## config.mk

```make
export PLATFORM = sky130hd
export DESIGN_NAME = affine_quantize_dequantize_top_flat
export DESIGN_NICKNAME = d
export VERILOG_FILES = /design/src/hdl/aqd_pkg.sv /design/src/hdl/aqd_if.sv /design/src/hdl/affine_quantize_dequantize_top.sv /design/src/flat_wrapper.sv
export SDC_FILE = /design/constraint.sdc
export NUM_CORES = 2
export LEC_CHECK = 0
export BUFFER_PORTS_ARGS = -buffer_cell sky130_fd_sc_hd__buf_2
export CAP_MARGIN = 10
export CORE_ASPECT_RATIO = 0.5
export CORE_MARGIN = 4
export CORE_UTILIZATION = 37
export CTS_BUF_LIST = sky130_fd_sc_hd__clkbuf_2
export DETAILED_ROUTE_END_ITERATION = 7
export PLACE_DENSITY_LB_ADDON = 0.05
export SETUP_SLACK_MARGIN = 0.05
export SLEW_MARGIN = 20
export SYNTH_ARGS = -nofsm -noshare
export SYNTH_HDL_FRONTEND = slang
export SYNTH_SLANG_ARGS = --single-unit
export TNS_END_PERCENT = 20
```

## constraint.sdc

```tcl
create_clock -name clk -period 8.9 [get_ports clk]
set_clock_uncertainty 0.05 [all_clocks]
set_input_delay 0.89 -clock clk [delete_from_list [all_inputs] [get_ports clk]]
set_output_delay 0.89 -clock clk [all_outputs]
set_load 0.02 [all_outputs]
```

## src/hdl/aqd_pkg.sv

```systemverilog
// Shared types, opcodes and constants for the affine quantize/dequantize block.
// No dependencies; used by the interfaces and the top level.
`default_nettype none
package aqd_pkg;

  localparam int WordW   = 32;
  localparam int OpW     = 3;
  localparam int ZeroW   = 17;
  localparam int CfgIdxW = 2;
  localparam int MantW   = 24;

  localparam logic [WordW-1:0] ScaleReset = 32'h3F80_0000;
  localparam logic [WordW-1:0] RecipReset = 32'h3F80_0000;
  localparam logic [WordW-1:0] CanonNan   = 32'h7FC0_0000;

  typedef enum logic [OpW-1:0] {
    OP_QUANT  = 3'd0,
    OP_DQ_U8  = 3'd1,
    OP_DQ_I8  = 3'd2,
    OP_DQ_U16 = 3'd3,
    OP_DQ_I16 = 3'd4
  } opcode_t;

  typedef enum logic [CfgIdxW-1:0] {
    REG_SCALE = 2'd0,
    REG_RECIP = 2'd1,
    REG_ZERO  = 2'd2
  } cfg_reg_t;

  // Unpacked operand: value = mant * 2^(expo - 150).
  typedef struct packed {
    logic              sgn;
    logic signed [9:0] expo;
    logic [MantW-1:0]  mant;
    logic              nan;
    logic              inf;
    logic              zero;
  } operand_t;

  function automatic logic [4:0] lzc24(input logic [MantW-1:0] m);
    logic [4:0] n;
    n = 5'd0;
    for (int i = 0; i < MantW; i++) begin
      if (m[i]) begin
        n = 5'(MantW - 1 - i);
      end
    end
    return n;
  endfunction

  function automatic operand_t unpack_f32(input logic [WordW-1:0] b);
    operand_t o;
    o.sgn  = b[31];
    o.expo = (b[30:23] == 8'd0) ? 10'sd1 : $signed({2'b00, b[30:23]});
    o.mant = {b[30:23] != 8'd0, b[22:0]};
    o.nan  = (b[30:23] == 8'hFF) && (b[22:0] != 23'd0);
    o.inf  = (b[30:23] == 8'hFF) && (b[22:0] == 23'd0);
    o.zero = (b[30:0] == 31'd0);
    return o;
  endfunction

endpackage
`default_nettype wire

```

## src/hdl/aqd_if.sv

```systemverilog
// Valid/ready channel interfaces for input items and result items.
// Depends on aqd_pkg.
`default_nettype none
interface aqd_in_if import aqd_pkg::*; (input wire logic clk);
  logic             valid;
  logic             ready;
  logic [OpW-1:0]   opcode;
  logic [WordW-1:0] value_word;
  logic             last_in;

  modport source (output valid, opcode, value_word, last_in, input ready);
  modport sink   (input valid, opcode, value_word, last_in, output ready);
endinterface

interface aqd_out_if import aqd_pkg::*; (input wire logic clk);
  logic             valid;
  logic             ready;
  logic [WordW-1:0] result_word;
  logic             last_out;

  modport source (output valid, result_word, last_out, input ready);
  modport sink   (input valid, result_word, last_out, output ready);
endinterface
`default_nettype wire

```

## src/hdl/affine_quantize_dequantize_top.sv

```systemverilog
// Throughput one beat per cycle while dout.ready is high; dout.ready low stalls the full stages.
// Seven register stages: decode, normalise, 24x24 multiply, align, round,
// integer convert, zero-point add and clamp. Each stage holds its own valid
// bit and advances whenever the stage after it is free.
// Synchronous active-high reset clears valid bits and restores the registers
// (scale and reciprocal scale 1.0, zero point 0).
`default_nettype none
module affine_quantize_dequantize_top import aqd_pkg::*; (
  input  wire logic               clk,
  input  wire logic               rst,
  input  wire logic               cfg_wr_en,
  input  wire logic [CfgIdxW-1:0] cfg_index,
  input  wire logic [WordW-1:0]   cfg_wr_data,
  aqd_in_if.sink                  din,
  aqd_out_if.source               dout
);

  logic [WordW-1:0] scale_bits;
  logic [WordW-1:0] recip_bits;
  logic [ZeroW-1:0] zero_offset;

  always_ff @(posedge clk) begin
    if (rst) begin
      scale_bits  <= ScaleReset;
      recip_bits  <= RecipReset;
      zero_offset <= '0;
    end else if (cfg_wr_en) begin
      unique case (cfg_index)
        REG_SCALE: scale_bits  <= cfg_wr_data;
        REG_RECIP: recip_bits  <= cfg_wr_data;
        REG_ZERO:  zero_offset <= cfg_wr_data[ZeroW-1:0];
        default: ;
      endcase
    end
  end

  logic [7:1] v;
  logic [7:1] adv;

  assign adv[7] = !v[7] || dout.ready;
  assign adv[6] = !v[6] || adv[7];
  assign adv[5] = !v[5] || adv[6];
  assign adv[4] = !v[4] || adv[5];
  assign adv[3] = !v[3] || adv[4];
  assign adv[2] = !v[2] || adv[3];
  assign adv[1] = !v[1] || adv[2];
  assign din.ready = adv[1];

  always_ff @(posedge clk) begin
    if (rst) begin
      v <= '0;
    end else begin
      if (adv[1]) v[1] <= din.valid;
      if (adv[2]) v[2] <= v[1];
      if (adv[3]) v[3] <= v[2];
      if (adv[4]) v[4] <= v[3];
      if (adv[5]) v[5] <= v[4];
      if (adv[6]) v[6] <= v[5];
      if (adv[7]) v[7] <= v[6];
    end
  end

  logic [OpW-1:0] op1, op2, op3, op4, op5, op6;
  logic           last1, last2, last3, last4, last5, last6;

  // Stage 1: decode, integer subtract, unpack
  logic signed [17:0] code_s;
  logic signed [17:0] diff_s;
  logic [16:0]        diff_mag;
  operand_t           opa_c, opb_c;
  logic               is_quant;

  assign is_quant = (din.opcode == OP_QUANT);

  always_comb begin
    unique case (din.opcode)
      OP_DQ_U8:  code_s = $signed({10'd0, din.value_word[7:0]});
      OP_DQ_I8:  code_s = $signed({{10{din.value_word[7]}}, din.value_word[7:0]});
      OP_DQ_U16: code_s = $signed({2'd0, din.value_word[15:0]});
      OP_DQ_I16: code_s = $signed({{2{din.value_word[15]}}, din.value_word[15:0]});
      default:   code_s = '0;
    endcase
    diff_s   = code_s - $signed({zero_offset[ZeroW-1], zero_offset});
    diff_mag = diff_s[17] ? 17'(-diff_s) : diff_s[16:0];
    if (is_quant) begin
      opa_c = unpack_f32(din.value_word);
      opb_c = unpack_f32(recip_bits);
    end else begin
      opa_c.sgn  = diff_s[17];
      opa_c.expo = 10'sd150;
      opa_c.mant = {7'd0, diff_mag};
      opa_c.nan  = 1'b0;
      opa_c.inf  = 1'b0;
      opa_c.zero = (diff_mag == 17'd0);
      opb_c = unpack_f32(scale_bits);
    end
  end

  operand_t opa1, opb1;

  always_ff @(posedge clk) begin
    if (adv[1]) begin
      op1   <= din.opcode;
      last1 <= din.last_in;
      opa1  <= opa_c;
      opb1  <= opb_c;
    end
  end

  // Stage 2: normalise both mantissas
  logic [4:0]        lza, lzb;
  logic [MantW-1:0]  ma2, mb2;
  logic signed [9:0] ea2, eb2;
  logic              sgn2, nan2, inf2, zero2;

  assign lza = lzc24(opa1.mant);
  assign lzb = lzc24(opb1.mant);

  always_ff @(posedge clk) begin
    if (adv[2]) begin
      op2   <= op1;
      last2 <= last1;
      ma2   <= opa1.mant << lza;
      mb2   <= opb1.mant << lzb;
      ea2   <= opa1.expo - $signed({5'd0, lza});
      eb2   <= opb1.expo - $signed({5'd0, lzb});
      sgn2  <= opa1.sgn ^ opb1.sgn;
      nan2  <= opa1.nan || opb1.nan || (opa1.inf && opb1.zero) || (opa1.zero && opb1.inf);
      inf2  <= opa1.inf || opb1.inf;
      zero2 <= opa1.zero || opb1.zero;
    end
  end

  // Stage 3: mantissa product and exponent sum
  logic [47:0]        mp3;
  logic signed [10:0] es3;
  logic               sgn3, nan3, inf3, zero3;

  always_ff @(posedge clk) begin
    if (adv[3]) begin
      op3   <= op2;
      last3 <= last2;
      mp3   <= ma2 * mb2;
      es3   <= 11'(ea2) + 11'(eb2);
      sgn3  <= sgn2;
      nan3  <= nan2;
      inf3  <= inf2;
      zero3 <= zero2;
    end
  end

  // Stage 4: align, denormalise with sticky
  logic [47:0]        nrm;
  logic signed [10:0] ex4;
  logic signed [10:0] shd;
  logic [4:0]         sh;
  logic [47:0]        shifted;
  logic               lost;
  logic [MantW-1:0]   m4;
  logic               g4, st4;
  logic signed [10:0] ef4;
  logic               sgn4, nan4, inf4, zero4;

  always_comb begin
    if (mp3[47]) begin
      nrm = mp3;
      ex4 = es3 - 11'sd126;
    end else begin
      nrm = mp3 << 1;
      ex4 = es3 - 11'sd127;
    end
    shd = 11'sd1 - ex4;
    if (ex4 >= 11'sd1) begin
      sh = 5'd0;
    end else if (shd > 11'sd26) begin
      sh = 5'd26;
    end else begin
      sh = shd[4:0];
    end
    shifted = nrm >> sh;
    lost    = (nrm & ((48'd1 << sh) - 48'd1)) != 48'd0;
  end

  always_ff @(posedge clk) begin
    if (adv[4]) begin
      op4   <= op3;
      last4 <= last3;
      m4    <= shifted[47:24];
      g4    <= shifted[23];
      st4   <= (|shifted[22:0]) || lost;
      ef4   <= (ex4 < 11'sd1) ? 11'sd1 : ex4;
      sgn4  <= sgn3;
      nan4  <= nan3;
      inf4  <= inf3;
      zero4 <= zero3;
    end
  end

  // Stage 5: round to nearest even, pack
  logic [MantW:0]     mr;
  logic [MantW-1:0]   mf;
  logic signed [10:0] ef5;
  logic [WordW-1:0]   bits_c;
  logic [WordW-1:0]   bits5;
  logic               nan5;

  always_comb begin
    mr = {1'b0, m4} + {{MantW{1'b0}}, g4 && (st4 || m4[0])};
    if (mr[MantW]) begin
      mf  = mr[MantW:1];
      ef5 = ef4 + 11'sd1;
    end else begin
      mf  = mr[MantW-1:0];
      ef5 = ef4;
    end
    priority if (nan4) begin
      bits_c = CanonNan;
    end else if (inf4 || ef5 >= 11'sd255) begin
      bits_c = {sgn4, 8'hFF, 23'd0};
    end else if (zero4) begin
      bits_c = {sgn4, 31'd0};
    end else begin
      bits_c = {sgn4, mf[23] ? ef5[7:0] : 8'd0, mf[22:0]};
    end
  end

  always_ff @(posedge clk) begin
    if (adv[5]) begin
      op5   <= op4;
      last5 <= last4;
      bits5 <= bits_c;
      nan5  <= nan4;
    end
  end

  // Stage 6: round half away to integer magnitude
  logic [7:0]       e6;
  logic [MantW-1:0] x6;
  logic [MantW:0]   xr6;
  logic [MantW-1:0] mag_c;
  logic [MantW-1:0] mag6;
  logic             sgn6, nan6;
  logic [WordW-1:0] bits6;

  always_comb begin
    e6  = bits5[30:23];
    x6  = {1'b1, bits5[22:0]} >> (5'(8'd149 - e6));
    xr6 = ({1'b0, x6} + 25'd1) >> 1;
    if (e6 >= 8'd150) begin
      mag_c = {MantW{1'b1}};
    end else if (e6 < 8'd126) begin
      mag_c = '0;
    end else begin
      mag_c = xr6[MantW-1:0];
    end
  end

  always_ff @(posedge clk) begin
    if (adv[6]) begin
      op6   <= op5;
      last6 <= last5;
      bits6 <= bits5;
      mag6  <= mag_c;
      sgn6  <= bits5[31];
      nan6  <= nan5;
    end
  end

  // Stage 7: add zero point, clamp, select result
  logic signed [25:0] t7, q7;
  logic [7:0]         q8;
  logic [WordW-1:0]   res_c;
  logic [WordW-1:0]   res7;
  logic               last7;

  always_comb begin
    t7 = sgn6 ? -$signed({2'b00, mag6}) : $signed({2'b00, mag6});
    q7 = t7 + 26'(signed'(zero_offset));
    priority if (nan6 || q7 > 26'sd255) begin
      q8 = 8'hFF;
    end else if (q7 < 26'sd0) begin
      q8 = 8'd0;
    end else begin
      q8 = q7[7:0];
    end
    unique case (op6)
      OP_QUANT: res_c = {24'd0, q8};
      OP_DQ_U8, OP_DQ_I8, OP_DQ_U16, OP_DQ_I16: res_c = bits6;
      default: res_c = '0;
    endcase
  end

  always_ff @(posedge clk) begin
    if (adv[7]) begin
      res7  <= res_c;
      last7 <= last6;
    end
  end

  assign dout.valid       = v[7];
  assign dout.result_word = res7;
  assign dout.last_out    = last7;

endmodule
`default_nettype wire
```

## src/flat_wrapper.sv

```systemverilog
// flat-port wrapper written by rule: the top's interface ports become plain ports
module affine_quantize_dequantize_top_flat import aqd_pkg::*;
  (clk, rst, cfg_wr_en, cfg_index, cfg_wr_data, din_valid, din_opcode, din_value_word, din_last_in, din_ready, dout_valid, dout_result_word, dout_last_out, dout_ready);
  aqd_in_if din_i (.clk(clk));
  aqd_out_if dout_i (.clk(clk));
  input  wire logic clk;
  input  wire logic rst;
  input  wire logic cfg_wr_en;
  input  wire logic [CfgIdxW-1:0] cfg_index;
  input  wire logic [WordW-1:0] cfg_wr_data;
  input wire logic [$bits(din_i.valid)-1:0] din_valid;
  input wire logic [$bits(din_i.opcode)-1:0] din_opcode;
  input wire logic [$bits(din_i.value_word)-1:0] din_value_word;
  input wire logic [$bits(din_i.last_in)-1:0] din_last_in;
  output wire logic [$bits(din_i.ready)-1:0] din_ready;
  output wire logic [$bits(dout_i.valid)-1:0] dout_valid;
  output wire logic [$bits(dout_i.result_word)-1:0] dout_result_word;
  output wire logic [$bits(dout_i.last_out)-1:0] dout_last_out;
  input wire logic [$bits(dout_i.ready)-1:0] dout_ready;
  assign din_i.valid = din_valid;
  assign din_i.opcode = din_opcode;
  assign din_i.value_word = din_value_word;
  assign din_i.last_in = din_last_in;
  assign din_ready = din_i.ready;
  assign dout_valid = dout_i.valid;
  assign dout_result_word = dout_i.result_word;
  assign dout_last_out = dout_i.last_out;
  assign dout_i.ready = dout_ready;
  affine_quantize_dequantize_top u_core (.clk(clk), .rst(rst), .cfg_wr_en(cfg_wr_en), .cfg_index(cfg_index), .cfg_wr_data(cfg_wr_data), .din(din_i), .dout(dout_i));
endmodule
```

==> metrics.md <==
| Metric | Value |
|---|---|
| PortBufs | 109 |
| Final Slew Violations | 0 |
| Final critical path time including I/O delays and setup | between 8 and 9 ns |
| Dominant delay contributor by cell family on the critical path | adder cells |
| Avg Cell Area, Syn | a little over 9 sq um |
| H-tree depth | 3 |
| Mapped Cells | about 5,300 |
| Status | finished, final reports clean |
| DR vias/cell | 5.34 |
| Core area | ~130,000 sq um |
| Placement Rows | slightly above 90 |
| Buf/Inv on CP | 2 |
| Yosys warning count | 0 |
| Max-capacitance violation count | 0 |
| Most common cell after layout, fill and taps aside | nand2_1 |
| Count of different cell masters after synthesis | 94 |
| Leak | 22.5 nW |
| Setup total negative slack | 0 ns |
| DIE AREA | 137,000 sq um |
| Cell accounting for the most synthesized area | edfxtp_1 |
| Worst EP arrival | between 9 and 10 ns |
| First-pass GRT wire length | 240,000 microns |
| P&R area growth vs syn | 9.61% |
| Flop pwr share | 0.264 |
| PD cells | 290 nW/um^2 |
| Post-synth ARST share | 0 |
| Setup-failing EPs final | 0 |
| FF+latch count, synth | between 400 and 500 |
| Main synth FF type | edfxtp_1 |
| Final cycle utilization of the critical path | 0.939 |
| Slew margin rel. | 0.241 |
| Avg WL per Cell | around 21 microns |
| Initial antenna violation count | 7 |
| Share of cells above drive strength 1 | 0.0924 |
| Peak Freq | roughly 120 MHz |
| Synth area leaders | edfxtp_1 (25%), fa_1 (20%), nand2_1 (6.9%) |
| Vias in the first global route | slightly below 40,000 |
| Area of the multi-input gates | 31,600 sq um |
| Sw Pwr | between 7 and 8 mW |
| CP max stage delay | approximately 0.98 ns |
| Post-detail-place hpwl | between 100,000 and 150,000 microns |
| Root Buffer | clkbuf_2 |
| Clock power frac | 0.102 |
| Sw frac | 0.518 |
| Pin count of the biggest net entering global routing | between 70 and 80 |
| DRT Wirelength | between 150,000 and 200,000 microns |
| Total CTS buffers | between 100 and 150 |
| Final WS setup | ~0.54 ns |
| Placement-stage cell area | 50,900 sq um |
| Worst-case clock buffer depth | 3 |
| Worst skew pair latency | 1.37 ns |
| Tot GR Track Use | 0.226 |
| Placed Instances | about 7,000 |
| Die width | around 520 microns |
| Post-Syn Nets | 6,080 |
| Sequential area share after synthesis | 0.282 |
| Worst slew pin tran | 1.14 ns |
| Die Ht | around 260 microns |
| Initial DRC count | 3,371 |
| Final routed DRC violation total | 0 |
| Most frequent cells in the layout | nand2_1 (893), inv_1 (595), fa_1 (487) |
| CP Class | flip-flop to flip-flop |
| Storage cell area | approximately 14,000 sq um |
| CTS clk-pin slew, worst paths | 0.11 ns |
| Met3 WL post-DR | between 9000 and 10,000 microns |
| Initial Utilization | 0.374 |
| Min-Delay Path Class | flip-flop to flip-flop |
| Final Hold Fails | 0 |
| Metal-1 WL | between 70,000 and 80,000 microns |
| GPL Wtd Cong | between 0.8 and 0.9 |
| Critical path's slowest cell | edfxtp_1 |
| Fin area | roughly 53,000 sq um |
| CP Max Fanout | 14 |
| # IOs | between 100 and 150 |
| Cts repair resizes | 0 |
| Peak VDD IR | between 0.00015 and 0.0002 V |
| WP data required | roughly 9.8 ns |
| CTS sink count | approximately 480 |
| Antenna Nets Post-Route | 0 |
| CP most frequent cell | fa_1 |
| WL met2 | around 70,000 microns |
| Mapped cell area | 48,400 sq um |
| Startpoint Class | flip-flop |
| Comb pwr share | 0.635 |
| Post-synth EDFFs | roughly 400 |
| Overflow after GRT | 0 |
| Non-Filler Instances | 7,291 |
| Pre-CTS setup slack | approximately 0.54 ns |
| Share of the synthesized area in the top cell type | 0.245 |
| Setup crit end kind | flip-flop |
| Max layer used | met5 |
| Drt pass-1 iters | 7 |
| Pint | around 7.4 mW |
| Nets@finish | around 6,200 |
| CTS tree | yes |
| FILL cells | ~13,000 |
| Via count | just under 40,000 |
| RSZ-0062 raised after global routing | false |
==> power by group through the flow <==
| stage | combinational (mW) | sequential (mW) | clock (mW) |
|---|---|---|---|
| final | 9.77 | 4.06 | 1.57 |
| after global routing | 10.8 | 4.13 | 1.78 |
| after CTS | 9.63 | 4.10 | 1.67 |
| after detailed placement | 9.51 | 4.15 | 0 |
| after global placement | 9.54 | 4.14 | 0 |
| after floorplan | 6.60 | 3.75 | 0 |
==> registers in the layout, indices dropped and copies added, names as in the netlist, 7 cells and up <==
name / cells
u_core.es3: 11
u_core.mp3: 48
u_core.bits5: 32
u_core.ea2: 10
u_core.scale_bits: 32
u_core.dout.result_word: 32
u_core.eb2: 10
u_core.opb1: 36
u_core.recip_bits: 32
u_core.m4: 24
u_core.ma2: 24
u_core.ef4: 11
u_core.v: 7
u_core.mag6: 24
u_core.opa1: 36
u_core.zero_offset: 17
u_core.mb2: 24
u_core.bits6: 32
==> worst paths after layout <==
kind	start	to	slack, ns	cells past startpoint
setup / recovery	u_core.ma2[20]	u_core.mp3[45]	0.54	26
hold / removal	u_core.last2	u_core.last3	0.28	0
setup reg to reg	u_core.ma2[20]	u_core.mp3[45]	0.54	26
hold reg to reg	u_core.last2	u_core.last3	0.28	0
==> cell type report <==
| class | instances | area share |
|---|---|---|
| tap | 1757 | 0.0415 |
| multi-input combinational | 3927 | 0.596 |
| timing repair buffer | 303 | 0.0424 |
| clock inverter | 49 | 0.00491 |
| sequential | 483 | 0.257 |
| inverter | 599 | 0.0424 |
| antenna | 3 | 0.000142 |
| clock buffer | 170 | 0.0161 |
==> Yosys cell counts (20+ instances only) <==
cell,number
a211oi_1,40
o21bai_1,28
edfxtp_1,395
a21o_1,40
clkbuf_1,228
ha_1,248
a31oi_1,26
mux2i_1,173
fa_1,487
nand2_1,894
mux2_2,30
o31ai_1,21
nand3b_1,22
nor3_1,90
nand2b_1,40
nor4_1,56
xnor2_1,122
o21a_1,22
nor2b_1,29
nor2_1,299
o21ai_0,182
nand4_1,33
dfxtp_1,88
or3_1,26
xor2_1,73
o211ai_1,25
a21oi_1,313
nand3_1,66
inv_1,597
mux4_2,20
and2_1,256
==> metal layers <==
| metal | vias to the layer above | global-route usage |
|---|---|---|
| met5 | - | 0 |
| met4 | 6 | 0.0529 |
| met3 | 201 | 0.0371 |
| met2 | 1127 | 0.347 |
| met1 | 19500 | 0.331 |
| li1 | 18100 | - |
==> stage by stage <==
step | utilization | hold slack, ns | total power [mW]
after floorplan | - | 0.350 | 10.3
after global placement | 0.394 | 0.351 | 13.7
after detailed placement | 0.394 | 0.355 | 13.7
after CTS | 0.409 | 0.0551 | 15.4
after global routing | 0.410 | 0.125 | 16.7
final | 0.410 | 0.277 | 15.4
==> cells by family (layout without fill, tap and decap cells) <==
| group | after synthesis | in the layout | share of synthesized area |
|---|---|---|---|
| fa+ha+maj | 737 | 737 | 0.266 |
| buf+inv | 860 | 1121 | 0.0676 |
| compound gates | 876 | 876 | 0.114 |
| mux | 226 | 226 | 0.0532 |
| simple gates | 1890 | 1890 | 0.182 |
| other cells | 1 | 4 | 0.0000775 |
| flops | 483 | 483 | 0.282 |
| xor+xnor | 197 | 197 | 0.0360 |
==> repair_timing <==
item	4_1_cts	5_1_grt
endpoints found under the setup margin	0	2
hold buffers	84	0
hold endpoints to repair	125	0
setup buffers	0	17
Note: power is estimated with default switching activity, not from simulation.
